File: config.mk
export PLATFORM = sky130hd
export DESIGN_NAME = hid_keyboard_report_state
export DESIGN_NICKNAME = d
export VERILOG_FILES = /design/src/rtl/core/hkr_pkg.sv /design/src/rtl/core/hkr_ram.sv /design/src/rtl/core/hid_keyboard_report_state.sv
export SDC_FILE = /design/constraint.sdc
export NUM_CORES = 1
export LEC_CHECK = 0
export BUFFER_PORTS_ARGS = -buffer_cell sky130_fd_sc_hd__buf_2
export CORE_ASPECT_RATIO = 1.4
export CORE_MARGIN = 5
export CORE_UTILIZATION = 35
export DETAILED_ROUTE_END_ITERATION = 12
export REMOVE_ABC_BUFFERS = 1
export SYNTH_ARGS = -nofsm -noshare
export SYNTH_HDL_FRONTEND = slang
export SYNTH_SLANG_ARGS = --single-unit
File: constraint.sdc
create_clock -name clk -period 8.6 [get_ports clk]
set_input_delay 0.86 -clock clk [delete_from_list [all_inputs] [get_ports clk]]
set_output_delay 0.86 -clock clk [all_outputs]
set_load 0.01 [all_outputs]
File: src/rtl/core/hkr_pkg.sv
`timescale 1ns / 1ps
`default_nettype none
// ----------------------------------------------------------------------------
// HID keyboard report package
// Shared constants for the keyboard report state block: command codes,
// report layout and default table size.
// ----------------------------------------------------------------------------
package hkr_pkg;

  // Default number of key slots in the pressed-key table.
  localparam int SLOT_COUNT = 14;

  // Report layout: every report is sixteen bytes long.
  localparam int REPORT_BYTES = 16;
  localparam int POS_W        = $clog2(REPORT_BYTES);
  localparam int CNT_W        = $clog2(2 * REPORT_BYTES);
  localparam int KEY_OFFSET   = 3;

  localparam logic [7:0] KBD_REPORT_ID   = 8'd1;
  localparam logic [7:0] MEDIA_REPORT_ID = 8'd2;

  // Command codes.
  localparam logic [2:0] CMD_SET_KEY   = 3'd0;
  localparam logic [2:0] CMD_SET_MOD   = 3'd1;
  localparam logic [2:0] CMD_SET_MEDIA = 3'd2;
  localparam logic [2:0] CMD_TOG_MOD   = 3'd3;
  localparam logic [2:0] CMD_TOG_MEDIA = 3'd4;

endpackage
`default_nettype wire

File: src/rtl/core/hkr_ram.sv
`timescale 1ns / 1ps
`default_nettype none
// ----------------------------------------------------------------------------
// Generic synchronous RAM
// One write port and one read port; read data is registered, so it appears
// in the cycle after the address. A read of the entry being written returns
// the old contents.
// ----------------------------------------------------------------------------
module hkr_ram #(
  parameter int WIDTH = 8,
  parameter int DEPTH = 16
) (
  input  wire logic                     clk,
  input  wire logic                     we,
  input  wire logic [$clog2(DEPTH)-1:0] waddr,
  input  wire logic [WIDTH-1:0]         wdata,
  input  wire logic [$clog2(DEPTH)-1:0] raddr,
  output      logic [WIDTH-1:0]         rdata
);

  logic [WIDTH-1:0] mem [DEPTH];

  always_ff @(posedge clk) begin
    if (we) begin
      mem[waddr] <= wdata;
    end
    rdata <= mem[raddr];
  end

endmodule
`default_nettype wire

File: src/rtl/core/hid_keyboard_report_state.sv
`timescale 1ns / 1ps
`default_nettype none
// A mask command goes from the idle state that accepts it through the decide state
// to the emit or no-change state, which loads its first output transfer; a key
// command first runs the slot scan, which reads the key table one entry per cycle
// through the single RAM read port, and a drain state. One command at a time: the
// block stays busy until the last byte of its reports or its no-change reply is loaded.
// Reset clears the masks and the per-slot valid bits at once; no clearing pass.
// ----------------------------------------------------------------------------
// HID keyboard report state
// Keeps the pressed-key table, the modifier mask and the media mask, applies
// one command at a time and streams the resulting keyboard report (and a
// media report when the media mask changed since it was last sent) one byte
// per output transfer, or one no-change reply when nothing changes.
// ----------------------------------------------------------------------------
module hid_keyboard_report_state #(
  parameter int SLOT_COUNT = hkr_pkg::SLOT_COUNT
) (
  input  wire logic       clk,
  input  wire logic       rst,
  // Command channel
  input  wire logic       in_valid,
  output      logic       in_stall,
  input  wire logic [2:0] cmd,
  input  wire logic [7:0] key_code,
  input  wire logic [2:0] bit_index,
  input  wire logic       want_on,
  // Report byte channel
  output      logic       out_valid,
  input  wire logic       out_stall,
  output      logic       flag,
  output      logic       byte_valid,
  output      logic [7:0] report_byte,
  output      logic       last
);

  localparam int SLOT_AW = $clog2(SLOT_COUNT);
  localparam int POS_W   = hkr_pkg::POS_W;
  localparam int CNT_W   = hkr_pkg::CNT_W;

  typedef enum logic [2:0] {
    ST_IDLE,
    ST_SCAN,
    ST_DRAIN,
    ST_DECIDE,
    ST_NOCHG,
    ST_EMIT
  } state_t;

  state_t state;

  // Latched command fields.
  logic [2:0] cmd_q;
  logic [7:0] code_q;
  logic [2:0] bit_q;
  logic       on_q;

  // Mask state. The key table itself lives in the RAM below.
  logic [7:0] modifier_mask;
  logic [7:0] media_mask;
  logic [7:0] media_sent;

  // One valid bit per slot: a slot that was never written reads as empty.
  logic [SLOT_COUNT-1:0] slot_vld;
  logic                  rd_vld;

  // Slot scan bookkeeping.
  logic [SLOT_AW-1:0] sidx;
  logic               chk_vld;
  logic [SLOT_AW-1:0] chk_idx;
  logic               match_found;
  logic [SLOT_AW-1:0] match_idx;
  logic               empty_found;
  logic [SLOT_AW-1:0] empty_idx;

  // Emission state.
  logic [CNT_W-1:0] cnt;
  logic [CNT_W-1:0] cnt_next;
  logic             send_media;
  logic             flag_q;
  logic             out_valid_next;

  // RAM ports.
  logic               ram_we;
  logic [SLOT_AW-1:0] ram_waddr;
  logic [7:0]         ram_wdata;
  logic [SLOT_AW-1:0] ram_raddr;
  logic [7:0]         ram_rdata;
  logic [7:0]         cur_slot;

  // Decision results for the current command.
  logic       chg;
  logic       flag_next;
  logic [7:0] bit_mask;
  logic [7:0] modifier_mask_next;
  logic [7:0] media_mask_next;

  // Byte formatting.
  logic [POS_W-1:0] pos;
  logic [POS_W-1:0] pos_next;
  logic             in_second;
  logic             last_byte;
  logic [7:0]       emit_byte;
  logic             out_free;

  hkr_ram #(
    .WIDTH (8),
    .DEPTH (SLOT_COUNT)
  ) u_slots (
    .clk   (clk),
    .we    (ram_we),
    .waddr (ram_waddr),
    .wdata (ram_wdata),
    .raddr (ram_raddr),
    .rdata (ram_rdata)
  );

  assign in_stall  = (state != ST_IDLE);
  assign out_free  = !out_valid || !out_stall;
  assign cur_slot  = rd_vld ? ram_rdata : 8'd0;

  // The output register keeps a stalled transfer and loads a new one whenever
  // the emitting states find it free.
  always_comb begin
    out_valid_next = out_valid && out_stall;
    if ((state == ST_NOCHG || state == ST_EMIT) && out_free) begin
      out_valid_next = 1'b1;
    end
  end

  // The byte counter advances on each loaded output byte. The RAM is
  // addressed with the next counter value so that the slot for the current
  // byte is already on the read port when that byte is formatted.
  always_comb begin
    if (state == ST_DECIDE) begin
      cnt_next = '0;
    end else if (state == ST_EMIT && out_free) begin
      cnt_next = cnt + CNT_W'(1);
    end else begin
      cnt_next = cnt;
    end
  end

  assign pos       = cnt[POS_W-1:0];
  assign pos_next  = cnt_next[POS_W-1:0];
  assign in_second = cnt[CNT_W-1];

  always_comb begin
    if (state == ST_SCAN) begin
      ram_raddr = sidx;
    end else if (pos_next < POS_W'(hkr_pkg::KEY_OFFSET)) begin
      ram_raddr = '0;
    end else begin
      ram_raddr = SLOT_AW'(pos_next - POS_W'(hkr_pkg::KEY_OFFSET));
    end
  end

  // Apply the latched command to the current state.
  always_comb begin
    bit_mask           = 8'd1 << bit_q;
    chg                = 1'b0;
    flag_next          = 1'b0;
    modifier_mask_next = modifier_mask;
    media_mask_next    = media_mask;
    ram_waddr          = empty_idx;
    ram_wdata          = code_q;
    case (cmd_q)
      hkr_pkg::CMD_SET_KEY: begin
        if (code_q == 8'd0) begin
          chg = 1'b0;
        end else if (on_q) begin
          chg = !match_found && empty_found;
        end else begin
          chg       = match_found;
          ram_waddr = match_idx;
          ram_wdata = 8'd0;
        end
        flag_next = chg;
      end
      hkr_pkg::CMD_SET_MOD: begin
        chg       = ((modifier_mask & bit_mask) != 8'd0) != on_q;
        flag_next = chg;
        modifier_mask_next = on_q ? (modifier_mask | bit_mask)
                                  : (modifier_mask & ~bit_mask);
      end
      hkr_pkg::CMD_SET_MEDIA: begin
        chg       = ((media_mask & bit_mask) != 8'd0) != on_q;
        flag_next = chg;
        media_mask_next = on_q ? (media_mask | bit_mask)
                               : (media_mask & ~bit_mask);
      end
      hkr_pkg::CMD_TOG_MOD: begin
        chg                = 1'b1;
        modifier_mask_next = modifier_mask ^ bit_mask;
        flag_next          = (modifier_mask_next & bit_mask) != 8'd0;
      end
      hkr_pkg::CMD_TOG_MEDIA: begin
        chg             = 1'b1;
        media_mask_next = media_mask ^ bit_mask;
        flag_next       = (media_mask_next & bit_mask) != 8'd0;
      end
      default: begin
        chg = 1'b0;
      end
    endcase
  end

  assign ram_we = (state == ST_DECIDE) && chg && (cmd_q == hkr_pkg::CMD_SET_KEY);

  // Report byte for the current position. Bytes from the key offset on come
  // straight from the slot table; the media report repeats them.
  always_comb begin
    if (pos == POS_W'(0)) begin
      emit_byte = in_second ? hkr_pkg::MEDIA_REPORT_ID : hkr_pkg::KBD_REPORT_ID;
    end else if (pos == POS_W'(1)) begin
      emit_byte = in_second ? media_mask : modifier_mask;
    end else if (pos == POS_W'(2)) begin
      emit_byte = 8'd0;
    end else begin
      emit_byte = cur_slot;
    end
  end

  assign last_byte = (pos == POS_W'(hkr_pkg::REPORT_BYTES - 1)) &&
                     (in_second || !send_media);

  always_ff @(posedge clk) begin
    // Registered read of the valid bit alongside the RAM data.
    rd_vld  <= slot_vld[ram_raddr];
    chk_vld <= !rst && (state == ST_SCAN);
    chk_idx <= sidx;
    cnt     <= cnt_next;

    // First match and first empty slot, checked as scan data returns.
    if (chk_vld) begin
      if (!match_found && cur_slot == code_q) begin
        match_found <= 1'b1;
        match_idx   <= chk_idx;
      end
      if (!empty_found && cur_slot == 8'd0) begin
        empty_found <= 1'b1;
        empty_idx   <= chk_idx;
      end
    end

    if (rst) begin
      state         <= ST_IDLE;
      out_valid     <= 1'b0;
      modifier_mask <= 8'd0;
      media_mask    <= 8'd0;
      media_sent    <= 8'd0;
      slot_vld      <= '0;
    end else begin
      out_valid <= out_valid_next;
      unique case (state)
        ST_IDLE: begin
          if (in_valid) begin
            cmd_q       <= cmd;
            code_q      <= key_code;
            bit_q       <= bit_index;
            on_q        <= want_on;
            sidx        <= '0;
            match_found <= 1'b0;
            empty_found <= 1'b0;
            state       <= (cmd == hkr_pkg::CMD_SET_KEY) ? ST_SCAN : ST_DECIDE;
          end
        end
        ST_SCAN: begin
          sidx <= sidx + SLOT_AW'(1);
          if (sidx == SLOT_AW'(SLOT_COUNT - 1)) begin
            state <= ST_DRAIN;
          end
        end
        ST_DRAIN: begin
          state <= ST_DECIDE;
        end
        ST_DECIDE: begin
          modifier_mask <= modifier_mask_next;
          media_mask    <= media_mask_next;
          flag_q        <= flag_next;
          if (ram_we) begin
            slot_vld[ram_waddr] <= 1'b1;
          end
          if (chg) begin
            send_media <= (media_mask_next != media_sent);
            media_sent <= media_mask_next;
            state      <= ST_EMIT;
          end else begin
            state <= ST_NOCHG;
          end
        end
        ST_NOCHG: begin
          if (out_free) begin
            flag        <= 1'b0;
            byte_valid  <= 1'b0;
            report_byte <= 8'd0;
            last        <= 1'b1;
            state       <= ST_IDLE;
          end
        end
        ST_EMIT: begin
          if (out_free) begin
            flag        <= flag_q;
            byte_valid  <= 1'b1;
            report_byte <= emit_byte;
            last        <= last_byte;
            if (last_byte) begin
              state <= ST_IDLE;
            end
          end
        end
        default: begin
          state <= ST_IDLE;
        end
      endcase
    end
  end

endmodule
`default_nettype wire

======== Word-level counts from Yosys, hierarchy flattened ========
Memory sizes are Yosys's and may differ from the RTL's. A register that Yosys moved wholly into a read port is not among the register bits.
Cells that the tools add are included.
W data, S select, Z words.
operators by class
  add/sub/neg operators ................... 3
  order comparisons ....................... 4
  equality and inequality tests ........... 22
  shift operators ......................... 1
  mux-type cells .......................... 61
  bitwise gates (word level) .............. 13
  reductions and logical operators ........ 46
operators with widths
  operator              number
  $mux W8               12
  $and A8 B8 Y8         6
  $pmux W8 S2           3
  $mux W4               8
  $reduce_bool A8 Y1    4
  $mux W1               22
  $pmux W3 S6           1
  $logic_not A8 Y1      2
  $or A8 B8 Y8          2
  $xor A8 B8 Y8         2
  $mux W3               5
  $or A14 B14 Y14       1
  $eq A3 B2 Y1 const B  4
  $reduce_and A2 Y1     6
  $logic_and A1 B1 Y1   11
  $lt A4 B5 Y1 const B  2
  $eq A3 B3 Y1 const B  3
  $logic_not A3 Y1      3
  $reduce_and A3 Y1     3
  $eq A4 B4 Y1 const B  2
  $eq A8 B8 Y1          1
  $ne A2 B2 Y1 const B  4
  $ne A8 B8 Y1          1
  $not A8 Y8            1
  other kinds (27)      41
word-level totals
  flip-flop bits (word level) ............. 95
  memory bits (writable) .................. 112
  input bits .............................. 19
  output and inout bits ................... 13
  logic and storage cells ................. 177
  memories ................................ 1
memories
  name         words  width  read ports  clocked after memory_dff  write ports  RTL line       text
  u_slots.mem  14     8      1           1                         1            hkr_ram.sv:21  logic [WIDTH-1:0] mem [DEPTH];

======== Depth between registers and ports, before layout ========
Gate-level depths: netlist of run 1.
  word-level depth ........................ 10
  mapped depth ............................ 18
  depth with buffers taken out ............ 14

======== Hierarchy ========
A second synthesis of run 1 with hierarchy kept.
second synthesis, totals
  cells, all modules ...................... 755
  area, all modules ....................... 9899.5 um^2
by module, submodules not included
  module                     instances  cells each  area an instance (um^2)  sequential area each (um^2)
  hid_keyboard_report_state  1          545         5292.6                   2302.2
  hkr_ram                    1          210         4606.9                   3523.4

======== Least setup slack after synthesis of run 1 ========
No wires, ideal clock.
  path kind ............................... input to register
  start ................................... input out_stall
  end ..................................... register u_slots.rdata[1] (read register of u_slots.mem)
  library setup time ...................... 0.122 ns
  arrival ................................. 3.300 ns
  data required time ...................... 8.478 ns
  path slack .............................. 5.178 ns
  cell stages on the path ................. 13
  buffers on the path ..................... 2
  cell sequence ........................... nand2_1 -> nand2_1 -> xnor2_1 -> nor2_1 -> ha_1 -> nand2b_1 -> nor4_2 -> o2111ai_2 -> nand2_2 -> buf_4 -> buf_2 -> mux2_2 -> a221o_1
on the way
  longest elaborated chain between the ends .. 8
  elaborated cells on any way between the ends .. 9
  those cells by class .................... add/sub (1); order compare (1); mux (4); reduce/logical (3)
RTL lines
  element                                        RTL line                                                            text
  start, declared                                hid_keyboard_report_state.sv:30                                     input wire logic out_stall,
  $logic_not A1 Y1 *                             hid_keyboard_report_state.sv:119                                    assign out_free = !out_valid || !out_stall;
  $logic_or A1 B1 Y1 *                           hid_keyboard_report_state.sv:119
  $logic_and A1 B1 Y1 *                          hid_keyboard_report_state.sv:137                                    end else if (state == ST_EMIT && out_free) begin
  $mux W4 *                                      hid_keyboard_report_state.sv:137
  $mux W4 *                                      hid_keyboard_report_state.sv:135                                    if (state == ST_DECIDE) begin
  net cnt_next[0]                                hid_keyboard_report_state.sv:78                                     logic [CNT_W-1:0] cnt_next;
  $sub A4 B2 Y4 or $lt A4 B2 Y1 (tied branches)  hid_keyboard_report_state.sv:154, hid_keyboard_report_state.sv:151
  $mux W4 *                                      hid_keyboard_report_state.sv:151                                    end else if (pos_next < POS_W'(hkr_pkg::KEY_OFFSET)) begin
  $mux W4 *                                      hid_keyboard_report_state.sv:149                                    if (state == ST_SCAN) begin
  end, declared                                  hkr_ram.sv:18                                                       output logic [WIDTH-1:0] rdata
The timed path passes the listed nets; every way through them passes the cells marked *.
A chain may end at the register's enable or synchronous reset.

======== Final worst setup path of run 1 ========
  start ................................... register state[0]
  end ..................................... register u_slots.rdata[5] (read register of u_slots.mem)
on the way
  longest elaborated chain between the ends .. 7
  elaborated cells on any way between the ends .. 10
  those cells by class .................... add/sub (1); order compare (1); eq/ne (3); mux (4); reduce/logical (1)
RTL lines
  element                                        RTL line                                                            text
  start, declared                                hid_keyboard_report_state.sv:50                                     state_t state;
  start signal, assigned                         hid_keyboard_report_state.sv:265                                    state <= (cmd == hkr_pkg::CMD_SET_KEY) ? ST_SCAN : ST_DECIDE;
  $eq A3 B3 Y1                                   hid_keyboard_report_state.sv:137
  $logic_and A1 B1 Y1                            hid_keyboard_report_state.sv:137
  $mux W4                                        hid_keyboard_report_state.sv:137
  $mux W4 *                                      hid_keyboard_report_state.sv:135
  net cnt_next[1]                                hid_keyboard_report_state.sv:78
  $sub A4 B2 Y4 or $lt A4 B2 Y1 (tied branches)  hid_keyboard_report_state.sv:154, hid_keyboard_report_state.sv:151
  $mux W4 *                                      hid_keyboard_report_state.sv:151
  $mux W4 *                                      hid_keyboard_report_state.sv:149
Marks and branches as above.

==> results of run 1 <==
[where the power goes]
part           switching (mW)  internal [mW]  total [mW]
sequential              0.118           1.21        1.33
clock                   0.392          0.502       0.894
combinational           0.633          0.420        1.05
total                    1.14           2.14        3.28
[registers in the layout, indices dropped and copies added, names as in the netlist, 3 cells and up, named ones only]
name and cells:
u_slots.mem 112, cmd_q 3, u_slots.rdata 8, slot_vld 14, chk_idx 4, media_mask 8
code_q 8, cnt 5, state 3, report_byte 8, empty_idx 4, sidx 4
match_idx 4, media_sent 8, bit_q 3
[layout by cell type, fill, tap and decap left out, types with 4 or more instances in the layout]
cell | netlist | layout
inv_1 | 46 | 46
nor3_1 | 11 | 10
a21oi_1 | 51 | 51
o22ai_1 | 23 | 23
a22oi_1 | 9 | 9
or2_2 | 4 | 4
and2_1 | 8 | 8
a22o_1 | 6 | 6
dfxtp_1 | 63 | 63
o21ai_0 | 26 | 26
nor3b_1 | 7 | 5
and3_1 | 7 | 7
mux2i_1 | 44 | 44
nor4_1 | 12 | 12
a211oi_1 | 38 | 38
clkbuf_1 | 25 | 4
a311oi_1 | 9 | 9
a221o_1 | 12 | 12
mux2_2 | 17 | 17
nor2_1 | 88 | 88
nor2b_1 | 12 | 12
o31a_1 | 4 | 4
a31oi_1 | 5 | 5
buf_4 | 2 | 8
xnor2_1 | 13 | 13
edfxtp_1 | 152 | 152
clkinv_2 | 0 | 4
nand2_1 | 49 | 49
clkbuf_16 | 0 | 22
or4_1 | 5 | 5
ha_1 | 39 | 39
nand3_1 | 13 | 13
clkinv_1 | 0 | 6
buf_2 | 15 | 31
nand2b_1 | 6 | 6
o31ai_1 | 11 | 11
[per-stage QoR]
step	utilization	std cells
2_1_floorplan	-	836
3_3_place_gp	0.369	1255
3_5_place_dp	0.369	1255
4_1_cts	0.392	1295
5_1_grt	0.392	1295
6_report	0.392	1295
[cells by family after synthesis]
group | Yosys count | synth area share
compound gates | 212 | 0.143
xor+xnor | 15 | 0.0129
fa+ha+maj | 39 | 0.0478
buf+inv | 94 | 0.0402
flops | 215 | 0.570
mux | 61 | 0.0618
simple gates | 248 | 0.124
[metal layers]
layer	vias to the layer above	routed length, um	global-route usage
met3	36	797	0.0167
met5	-	0	0
met1	3367	9980	0.174
li1	3338	-	-
met2	137	13000	0.278
met4	0	558	0.0414
[final timing paths]
path                                            start                  endpoint
worst max-delay path            state[0]$_SDFFE_PP0P_  u_slots.rdata[5]$_DFF_P_
worst max register to register  state[0]$_SDFFE_PP0P_  u_slots.rdata[5]$_DFF_P_
worst min-delay path               chk_idx[3]$_DFF_P_    match_idx[3]$_DFFE_PP_
worst min register to register     chk_idx[3]$_DFF_P_    match_idx[3]$_DFFE_PP_
[area by class of cell]
class                           instances  area [um2]  share of cell area
Multi-Input combinational cell        575        4000               0.352
Timing Repair Buffer                   39         215              0.0190
Clock inverter                         14         105             0.00926
Tap cell                              380         475              0.0419
Clock buffer                           26         566              0.0498
Sequential cell                       215        5830               0.513
Inverter                               46         173              0.0152
==> summary.md, run 1 <==
| Metric | Value |
|---|---|
| Status | `finished, final reports clean` |
| Avg WL per Cell | `18.8 um` |
| Worst Path Arrival | `5.21 ns` |
| Final Cell Area | `0.0114 mm2` |
| Clk Latency, worst-skew pair | `0.51 ns` |
| Core box area | `slightly below 0.03 mm2` |
| DRC | `0` |
| Clock transition at path regs | `0.06 ns` |
| Synth Area per Inst | `11.6 um2` |
| Total grt overflow | `0` |
| Area leader, netlist | `edfxtp_1` |
| Top cell type's share of synthesized area | `0.447` |
| Design Power | `3.28 mW` |
| IO Count | `32` |
| Synthesis Warnings | `0` |
| Worst setup SP type | `flop` |
| Final Hold Fails | `0` |
| H-tree Lvls | `1` |
| R2r setup slk | `3.82 ns` |
| Final Cycle Share | `0.555` |
| Final wirelength | `24.3 mm` |
| Mapped Area | `0.0102 mm2` |
| CP required | `roughly 9.0 ns` |
| Sequential fraction of the synthesis area | `0.570` |
| Post-route ant nets | `0` |
| Die W | `roughly 150 um` |
| Number of cells on the critical path | `13` |
| Static Leak | `3.93 nW` |
| Worst reg2reg path depth | `13` |
| Worst Hold Class | `flop to flop` |
| CP delay by family, top | `simple AND/OR/NAND/NOR gates` |
| Slew headroom | `0.299` |
| Clock Skew | `0.0202 ns` |
| Syn-to-layout area delta | `11.1%` |
| CTS tree | `yes` |
| Setup_tns | `0 ns` |
| Via density per instance | `between 5 and 6` |
| 1st-pass router iterations | `4` |
| Cell Pwr Density | `289 mW/mm2` |
| Worst setup EP type | `flop` |
| Unrepaired setup endpoints after global routing | `false` |
| Asr flop ratio synth | `0` |
| # resized after CTS | `0` |
| Vias in the first global route | `6963` |
| Die H | `about 210 um` |
| FP Rows | `74` |
| Count of different cell masters after synthesis | `69` |
| Buf+Inv Stages, Crit Path | `1` |
| Hold path depth | `0` |
| Pin count of the biggest net entering global routing | `71` |
| Clock Tree Buf Depth | `3` |
| Worst Path Max Fanout | `70` |
| Placed cell areas | `0.0107 mm2` |
| Measured slew at the worst slew-check pin | `1.05 ns` |
| Fin nets | `957` |
| Dpl ws | `3.83 ns` |
| Most numerous cell in the Yosys netlist | `edfxtp_1` |
| GR Util All Layers | `0.147` |
| Final setup viols | `0` |
| TritonCTS Buffers | `22` |
| Clock sinks | `215` |
| Global-route wire length before repair | `38.4 mm` |
| FF+latch count, synth | `215` |
| Crit-path max cell delay | `0.73 ns` |
| Most used DFF post-synth | `edfxtp_1` |
| Slew Viols, Final | `0` |
| Syn Inst Count | `slightly below 900` |
| Hold Worst Slack | `approximately 0.42 ns` |
| Setup repair bufs after CTS | `0` |
| Post-synth EDFFs | `152` |
| Root Driver | `clkbuf_16` |
| Number of I/O port buffers | `31` |
| Crit Path Category | `flop to flop` |
| Initial antenna violation count | `0` |
| Starting density of the core | `0.353` |
| N_diodes | `0` |
| Max_cap viols | `0` |
| Iteration-0 DRC Markers | `347` |
| Crit-path cells | `nor2b_1 -> and2_1 -> a21oi_1 -> ha_1 -> nand2b_1 -> nor4_2 -> o2111ai_2 -> nand2_2 -> buf_4 -> mux2_2 -> a221o_1 -> o22ai_1 -> a221o_1` |
| Most frequent CP cell | `a221o_1` |
| Layout cells sized above 1 | `0.117` |
| Max IR drop VDD | `0.000201 V` |
| Synth area leaders | `edfxtp_1 (45%), dfxtp_1 (12%), ha_1 (4.8%)` |
| Crit-path slowest cell | `and2_1` |
| # fillers | `between 2000 and 3000` |
| Final Critical Period | `4.78 ns` |
| Hold-fix buffers at CTS | `0` |
| Post-route setup slack | `3.82 ns` |
| Die area | `0.0328 mm2` |
| Placer Congestion | `~0.85` |
| Synth cell count leaders | `edfxtp_1 (152), nor2_1 (88), dfxtp_1 (63)` |
| Dpl hpwl | `17.4 mm` |
| F_max | `between 200 and 250 MHz` |
| Via Count | `6878` |
Note: power is estimated with default switching activity, not from simulation.
==> run 2, diff against run 1 <==
- clock period: 8.6 -> 4.4 ns (I/O delays scaled with it)
==> run 2 against run 1 <==
  * Global-route usage rose by 0.12 points
  * Clock-buffer cell count rose by 1
  * Sequential share of layout area fell by 1.0 points
  * Clock skew rose by 0.0022 ns
  * Total power rose by 100%
  * Core utilization rose by 0.81 points
  * Critical endpoint is now rd_vld$_DFF_P_
==> summary.md, run 2 (synthesized netlist as in run 1, its figures left out) <==
| Metric | Value |
|---|---|
| Via density per instance | `5.29 (-0.46%)` |
| Crit Path Category | `flop to flop` |
| Global-route wire length before repair | `38.2 mm (-0.61%)` |
| Max FFs per register | `112 (unchanged)` |
| Worst Path Max Fanout | `36 (-49%)` |
| Die W | `154 um (unchanged)` |
| Placer Congestion | `0.839 (-1.8%)` |
| Number of I/O port buffers | `31 (unchanged)` |
| Placed cell areas | `0.0109 mm2 (+1.6%)` |
| Largest regs | `u_slots.mem: 112 flops, slot_vld: 14 flops` |
| IO Count | `32 (unchanged)` |
| Final Cycle Share | `0.910 (+0.354)` |
| Cell Pwr Density | `569 mW/mm2 (+97%)` |
| Die area | `0.0328 mm2 (unchanged)` |
| Status | `finished, final reports clean` |
| Final setup viols | `0 (unchanged)` |
| Largest Register | `u_slots.mem` |
| Design Power | `6.60 mW (+100%)` |
| Root Driver | `clkbuf_16` |
| Avg WL per Cell | `18.6 um (-0.71%)` |
| Max IR drop VDD | `0.000343 V (+70%)` |
| Via Count | `6952 (+1.1%)` |
| FP Rows | `74 (unchanged)` |
| Dpl ws | `0.419 ns (-3.41 ns)` |
| # fillers | `2722 (-0.98%)` |
| Clock transition at path regs | `0.06 ns (about the same)` |
| Vias in the first global route | `6866 (-1.4%)` |
| Worst Path Arrival | `4.40 ns (-0.81 ns)` |
| N_diodes | `0 (unchanged)` |
| Slew Viols, Final | `0 (unchanged)` |
| Hold Worst Slack | `0.0871 ns (-0.335 ns)` |
| GR Util All Layers | `0.148 (+0.00119)` |
| Final Hold Fails | `0 (unchanged)` |
| Static Leak | `4.07 nW (+3.5%)` |
| Dpl hpwl | `17.5 mm (+0.64%)` |
| Unrepaired setup endpoints after global routing | `false` |
| Placed Instances | `1275 (+1.6%)` |
| Setup_tns | `0 ns (unchanged)` |
| 1st-pass router iterations | `6 (+2)` |
| Clock Tree Buf Depth | `3 (unchanged)` |
| Layout cells sized above 1 | `0.140 (+0.0232)` |
| DRC | `0 (unchanged)` |
| Final Instance Count excl. Fillers | `1315 (+1.5%)` |
| Initial antenna violation count | `0 (unchanged)` |
| Setup repair bufs after CTS | `0 (unchanged)` |
| Core box area | `0.0290 mm2 (unchanged)` |
| Starting density of the core | `0.353 (unchanged)` |
| Post-route setup slack | `0.397 ns (-3.43 ns)` |
| Final Critical Period | `4.00 ns (-0.774 ns)` |
| Commonest non-fill, non-tap cell in the layout | `edfxtp_1` |
| Syn-to-layout area delta | `13.4%` |
| Die H | `212 um (unchanged)` |
| Top Metal Used | `met4` |
| Met3 Routed Length | `887 um (+11%)` |
| Iteration-0 DRC Markers | `497 (+43%)` |
| F_max | `250 MHz (+19%)` |
| Post-route ant nets | `0 (unchanged)` |
| CTS tree | `yes` |
| Slew headroom | `0.301 (+0.00131)` |
| CP required | `4.80 ns (-4.24 ns)` |
| Final Cell Area | `0.0116 mm2 (+2.1%)` |
| Final wirelength | `24.5 mm (+0.82%)` |
| Worst setup SP type | `flop` |
| Worst setup EP type | `flop` |
| Clock sinks | `215 (unchanged)` |
| Measured slew at the worst slew-check pin | `1.05 ns (-0.00228 ns)` |
| Routed metal-1 wire length | `10.0 mm (+0.44%)` |
| H-tree Lvls | `1 (unchanged)` |
| Hold-fix buffers at CTS | `0 (unchanged)` |
| Fin util | `0.400 (+0.00807)` |
| Fin nets | `977 (+2.1%)` |
| Clock Skew | `0.0225 ns (+0.00220 ns)` |
| # resized after CTS | `0 (unchanged)` |
| Total grt overflow | `0 (unchanged)` |
| Worst Hold Class | `input port to flop` |
| TritonCTS Buffers | `22 (unchanged)` |
| Clk Latency, worst-skew pair | `0.53 ns (+0.02 ns)` |
| Met2 Wirelength | `12.8 mm (-0.89%)` |
| Max_cap viols | `0 (unchanged)` |
| Most frequent cells in the layout | `edfxtp_1 (152), nor2_1 (88), dfxtp_1 (63)` |
| Pin count of the biggest net entering global routing | `37 (-48%)` |
==> run 2: cell count changes in the layout (fill, tap and decap cells not counted), sizes merged <==
cell and change:
clkinv -7, buf +20, clkbuf +1, inv +2, clkinvlp +3, bufinv +1
==> run 2: cell type report <==
class / count / area (um2) / share of cell area
well taps: 380 / 475 / 0.0410
multi-input cells: 575 / 3990 / 0.344
inverters: 46 / 173 / 0.0149
clock buffers: 27 / 589 / 0.0508
flip-flops and latches: 215 / 5830 / 0.503
repair buffers: 59 / 390 / 0.0337
clock inverters: 13 / 145 / 0.0125
==> run 2: worst max-delay path: stages, from the launching register on <==
cell and delay (ns):
dfxtp_1 0.61, nand3b_4 0.18, inv_1 0.21, nand2_1 0.14, xnor2_1 0.14, nor2_1 0.13, ha_1 0.27, nor2_1 0.06
o31a_1 0.14, o2111a_1 0.31, nor2_4 0.80, o211ai_1 0.21, and3_1 0.23, or4_1 0.45
==> run 2: report_power, final <==
part	internal, mW	leakage, nW	total (mW)	switching (mW)
Sequential	2.37	1.89	2.62	0.247
Clock	1.08	0.346	1.87	0.790
Combinational	0.890	1.83	2.10	1.21
Total	4.35	4.07	6.60	2.25
==> run 2: layer usage <==
metal | global-route usage | vias up
met4 | 0.0545 | 0
li1 | - | 3372
met5 | 0 | -
met1 | 0.175 | 3384
met2 | 0.273 | 159
met3 | 0.0195 | 37
==> run 2: final timing paths <==
path                       endpoint  slack [ns]             startpoint  cells after the start
min             code_q[3]$_DFFE_PP_        0.09            key_code[3]                      1
max                  rd_vld$_DFF_P_        0.40  state[2]$_SDFFE_PP0P_                     13
min reg2reg  empty_idx[3]$_DFFE_PP_        0.43     chk_idx[3]$_DFF_P_                      0
max reg2reg          rd_vld$_DFF_P_        0.40  state[2]$_SDFFE_PP0P_                     13
==> run 3, diff against run 2 <==
- ABC_AREA: not set -> 1
==> run 3 against run 2 <==
  * Die area grew 3.1%
  * Global-route usage grew 0.16 points
  * Largest cell class unchanged
  * Synthesized cell count grew 31%
  * Sequential power shrank 5%
  * Final cell count grew 21%
  * Clock-buffer cell count grew 1
==> summary.md, run 3 <==
| Metric | Value |
|---|---|
| H-tree Lvls | `1 (unchanged)` |
| Worst setup EP type | `flop` |
| Slew Viols, Final | `0 (unchanged)` |
| Max FFs per register | `112 (unchanged)` |
| Max IR drop VDD | `0.000314 V (-8.3%)` |
| Unrepaired setup endpoints after global routing | `false` |
| Worst Path Arrival | `3.88 ns (-0.52 ns)` |
| Setup_tns | `0 ns (unchanged)` |
| Vias in the first global route | `7576 (+10%)` |
| Clk Latency, worst-skew pair | `0.51 ns (-0.02 ns)` |
| Placer Congestion | `0.882 (+5.1%)` |
| Measured slew at the worst slew-check pin | `1.18 ns (+0.138 ns)` |
| Asr flop ratio synth | `0 (unchanged)` |
| Post-route ant nets | `0 (unchanged)` |
| FF+latch count, synth | `215 (unchanged)` |
| FP Rows | `75 (+1.4%)` |
| Die W | `157 um (+1.5%)` |
| Hold-fix buffers at CTS | `0 (unchanged)` |
| Synthesis Warnings | `0 (unchanged)` |
| Final setup viols | `0 (unchanged)` |
| CTS tree | `yes` |
| IO Count | `32 (unchanged)` |
| Worst Hold Class | `input port to flop` |
| Mapped Area | `0.0106 mm2 (+3.3%)` |
| Final Cycle Share | `0.849 (-0.0609)` |
| Top cell type's share of synthesized area | `0.433 (-0.0141)` |
| Crit Path Category | `flop to flop` |
| Clk pwr share | `0.278 (-0.006)` |
| Internal power | `3.93 mW (-9.5%)` |
| Syn-to-layout area delta | `11.5%` |
| # resized after CTS | `0 (unchanged)` |
| Slew headroom | `0.207 (-0.0933)` |
| Sw Ratio | `0.370 (+0.0292)` |
| Clock Skew | `0.0165 ns (-0.00599 ns)` |
| Max_cap viols | `0 (unchanged)` |
| Via Count | `7738 (+11%)` |
| Starting density of the core | `0.354 (+0.000983)` |
| Crit-path cells | `inv_1 -> nor3_1 -> ha_1 -> nor2_1 -> nand2_1 -> nor2_1 -> a21oi_1 -> o211ai_1 -> nand2_1 -> nor2_1 -> nand2_1 -> nand2_1 -> nor2_2 -> nand2_1 -> nor2_1` |
| Avg WL per Cell | `16.1 um (-14%)` |
| Crit-path slowest cell | `nor3_1` |
| Largest regs | `u_slots.mem: 112 flops, slot_vld: 14 flops` |
| Core box area | `0.0298 mm2 (+3.0%)` |
| Layout cells sized above 1 | `0.101 (-0.0388)` |
| Static Leak | `5.12 nW (+26%)` |
| Die area | `0.0338 mm2 (+3.1%)` |
| Clock Tree Buf Depth | `3 (unchanged)` |
| Via density per instance | `4.87 (-7.9%)` |
| Number of I/O port buffers | `31 (unchanged)` |
| Pin count of the biggest net entering global routing | `59 (+59%)` |
| Initial antenna violation count | `0 (unchanged)` |
| Switch Pwr | `2.31 mW (+2.8%)` |
| Clock transition at path regs | `0.06 ns (about the same)` |
| Global-route wire length before repair | `40.5 mm (+6.1%)` |
| Worst setup SP type | `flop` |
| Total grt overflow | `0 (unchanged)` |
| Area leader, netlist | `edfxtp_1` |
| Worst Path Max Fanout | `12 (-67%)` |
| Most numerous cell in the Yosys netlist | `nand2_1` |
| Comb pwr share | `0.323 (+0.004)` |
| GR Util All Layers | `0.149 (+0.00165)` |
| CP required | `4.54 ns (-0.26 ns)` |
| Synth Area per Inst | `9.11 um2 (-21%)` |
| Cell Pwr Density | `531 mW/mm2 (-6.7%)` |
| Most frequent CP cell | `nand2_1` |
| N_diodes | `0 (unchanged)` |
| 1st-pass router iterations | `5 (-1)` |
| F_max | `268 MHz (+7.2%)` |
| Syn Inst Count | `1158 (+31%)` |
| Synth cell count leaders | `nand2_1 (235), inv_1 (174), edfxtp_1 (152)` |
| Final Critical Period | `3.73 ns (-0.268 ns)` |
| Fin nets | `1247 (+28%)` |
| Dpl hpwl | `18.3 mm (+4.5%)` |
| Root Driver | `clkbuf_16` |
| Most frequent cells in the layout | `nand2_1 (235), inv_1 (174), edfxtp_1 (152)` |
| Largest Register | `u_slots.mem` |
| Commonest non-fill, non-tap cell in the layout | `nand2_1` |
| Clock sinks | `215 (unchanged)` |
| Fin util | `0.394 (-0.00562)` |
| Die H | `215 um (+1.5%)` |
| Status | `finished, final reports clean` |
| TritonCTS Buffers | `21 (-4.5%)` |
| Sequential fraction of the synthesis area | `0.552 (-0.0180)` |
| Crit-path max cell delay | `0.60 ns (-0.20 ns)` |
| Final Hold Fails | `0 (unchanged)` |
| Post-synth EDFFs | `152 (unchanged)` |
| Iteration-0 DRC Markers | `505 (+1.6%)` |
| Setup repair bufs after CTS | `0 (unchanged)` |
| Most used DFF post-synth | `edfxtp_1` |
| Synth area leaders | `edfxtp_1 (43%), dfxtp_1 (12%), nand2_1 (8.4%)` |
| Final wirelength | `25.5 mm (+4.1%)` |
| Count of different cell masters after synthesis | `46 (-33%)` |
| DRC | `0 (unchanged)` |
| Sequential share of power | `0.399 (+0.002)` |
==> run 3: cell types whose count changed after synthesis, moves of 17 or more <==
cell      before  now
mux2_2        17    0
a211oi_1      38    6
nand2_1       49  235
inv_1         46  174
mux2i_1       44    0
nand3b_1       3   24
nand3_1       13  122
o22ai_1       23    1
==> run 3: path summary, 6_finish.rpt <==
| kind | startpoint | to | slack, ns | cells past startpoint |
|---|---|---|---|---|
| min reg2reg | chk_idx[2]$_DFF_P_ | empty_idx[2]$_DFFE_PP_ | 0.42 | 0 |
| max reg2reg | bit_q[0]$_DFFE_PP_ | u_slots.mem[13][6]$_DFFE_PP_ | 0.67 | 15 |
| max | bit_q[0]$_DFFE_PP_ | u_slots.mem[13][6]$_DFFE_PP_ | 0.67 | 15 |
| min | key_code[4] | code_q[4]$_DFFE_PP_ | 0.11 | 1 |
==> run 3: worst max-delay path: cells and delay by family (launching register included) <==
family	cells	cell delay [ns]
AO/OA/AOI/OAI	2	0.22
adder cells (fa/ha/maj)	1	0.27
buffers and inverters	1	0.06
flip-flops	1	0.47
AND/OR/NAND/NOR	11	2.34
==> run 3: kinds of logic after synthesis <==
| group | Yosys count | share of synthesized area |
|---|---|---|
| AO/OA/AOI/OAI | 138 | 0.0758 |
| XOR/XNOR | 15 | 0.0125 |
| AND/OR/NAND/NOR | 524 | 0.225 |
| adder cells (fa/ha/maj) | 39 | 0.0463 |
| flip-flops | 215 | 0.552 |
| buffers and inverters | 227 | 0.0884 |
==> run 3: metrics by stage <==
stage / power (mW) / hold WS, ns / setup WS [ns] / instances / cell area [um2]
after floorplan: 3.81 / 0.395 / 1.02 / 1115 / 10300
after global placement: 4.54 / 0.406 / 0.761 / 1551 / 11100
after detailed placement: 4.54 / 0.411 / 0.701 / 1551 / 11100
after CTS: 6.29 / 0.0883 / 0.693 / 1589 / 11800
after global routing: 6.62 / 0.0897 / 0.289 / 1589 / 11800
final: 6.25 / 0.109 / 0.665 / 1589 / 11800
==> run 3: area by class of cell <==
class / count / area [um2]
inverters: 184 / 693
clock buffers: 28 / 582
clock inverters: 10 / 81.3
fillers: 2988 / 18100
flip-flops and latches: 215 / 5830
repair buffers: 51 / 305
multi-input cells: 716 / 3800
well taps: 385 / 482
==> run 3: power by group through the flow <==
stage / registers, mW / clock network, mW / logic, mW
after global routing: 2.51 / 1.87 / 2.24
after floorplan: 2.50 / 0 / 1.31
after detailed placement: 2.54 / 0 / 2.01
after CTS: 2.49 / 1.77 / 2.02
after global placement: 2.54 / 0 / 2.00
final: 2.50 / 1.74 / 2.02
==> run 3: metal layers <==
layer,track usage,vias up,share of wire
met5,0,-,0
met4,0.0645,0,0.045
met3,0.0196,61,0.033
met2,0.266,170,0.51
met1,0.178,3614,0.41
li1,-,3893,-
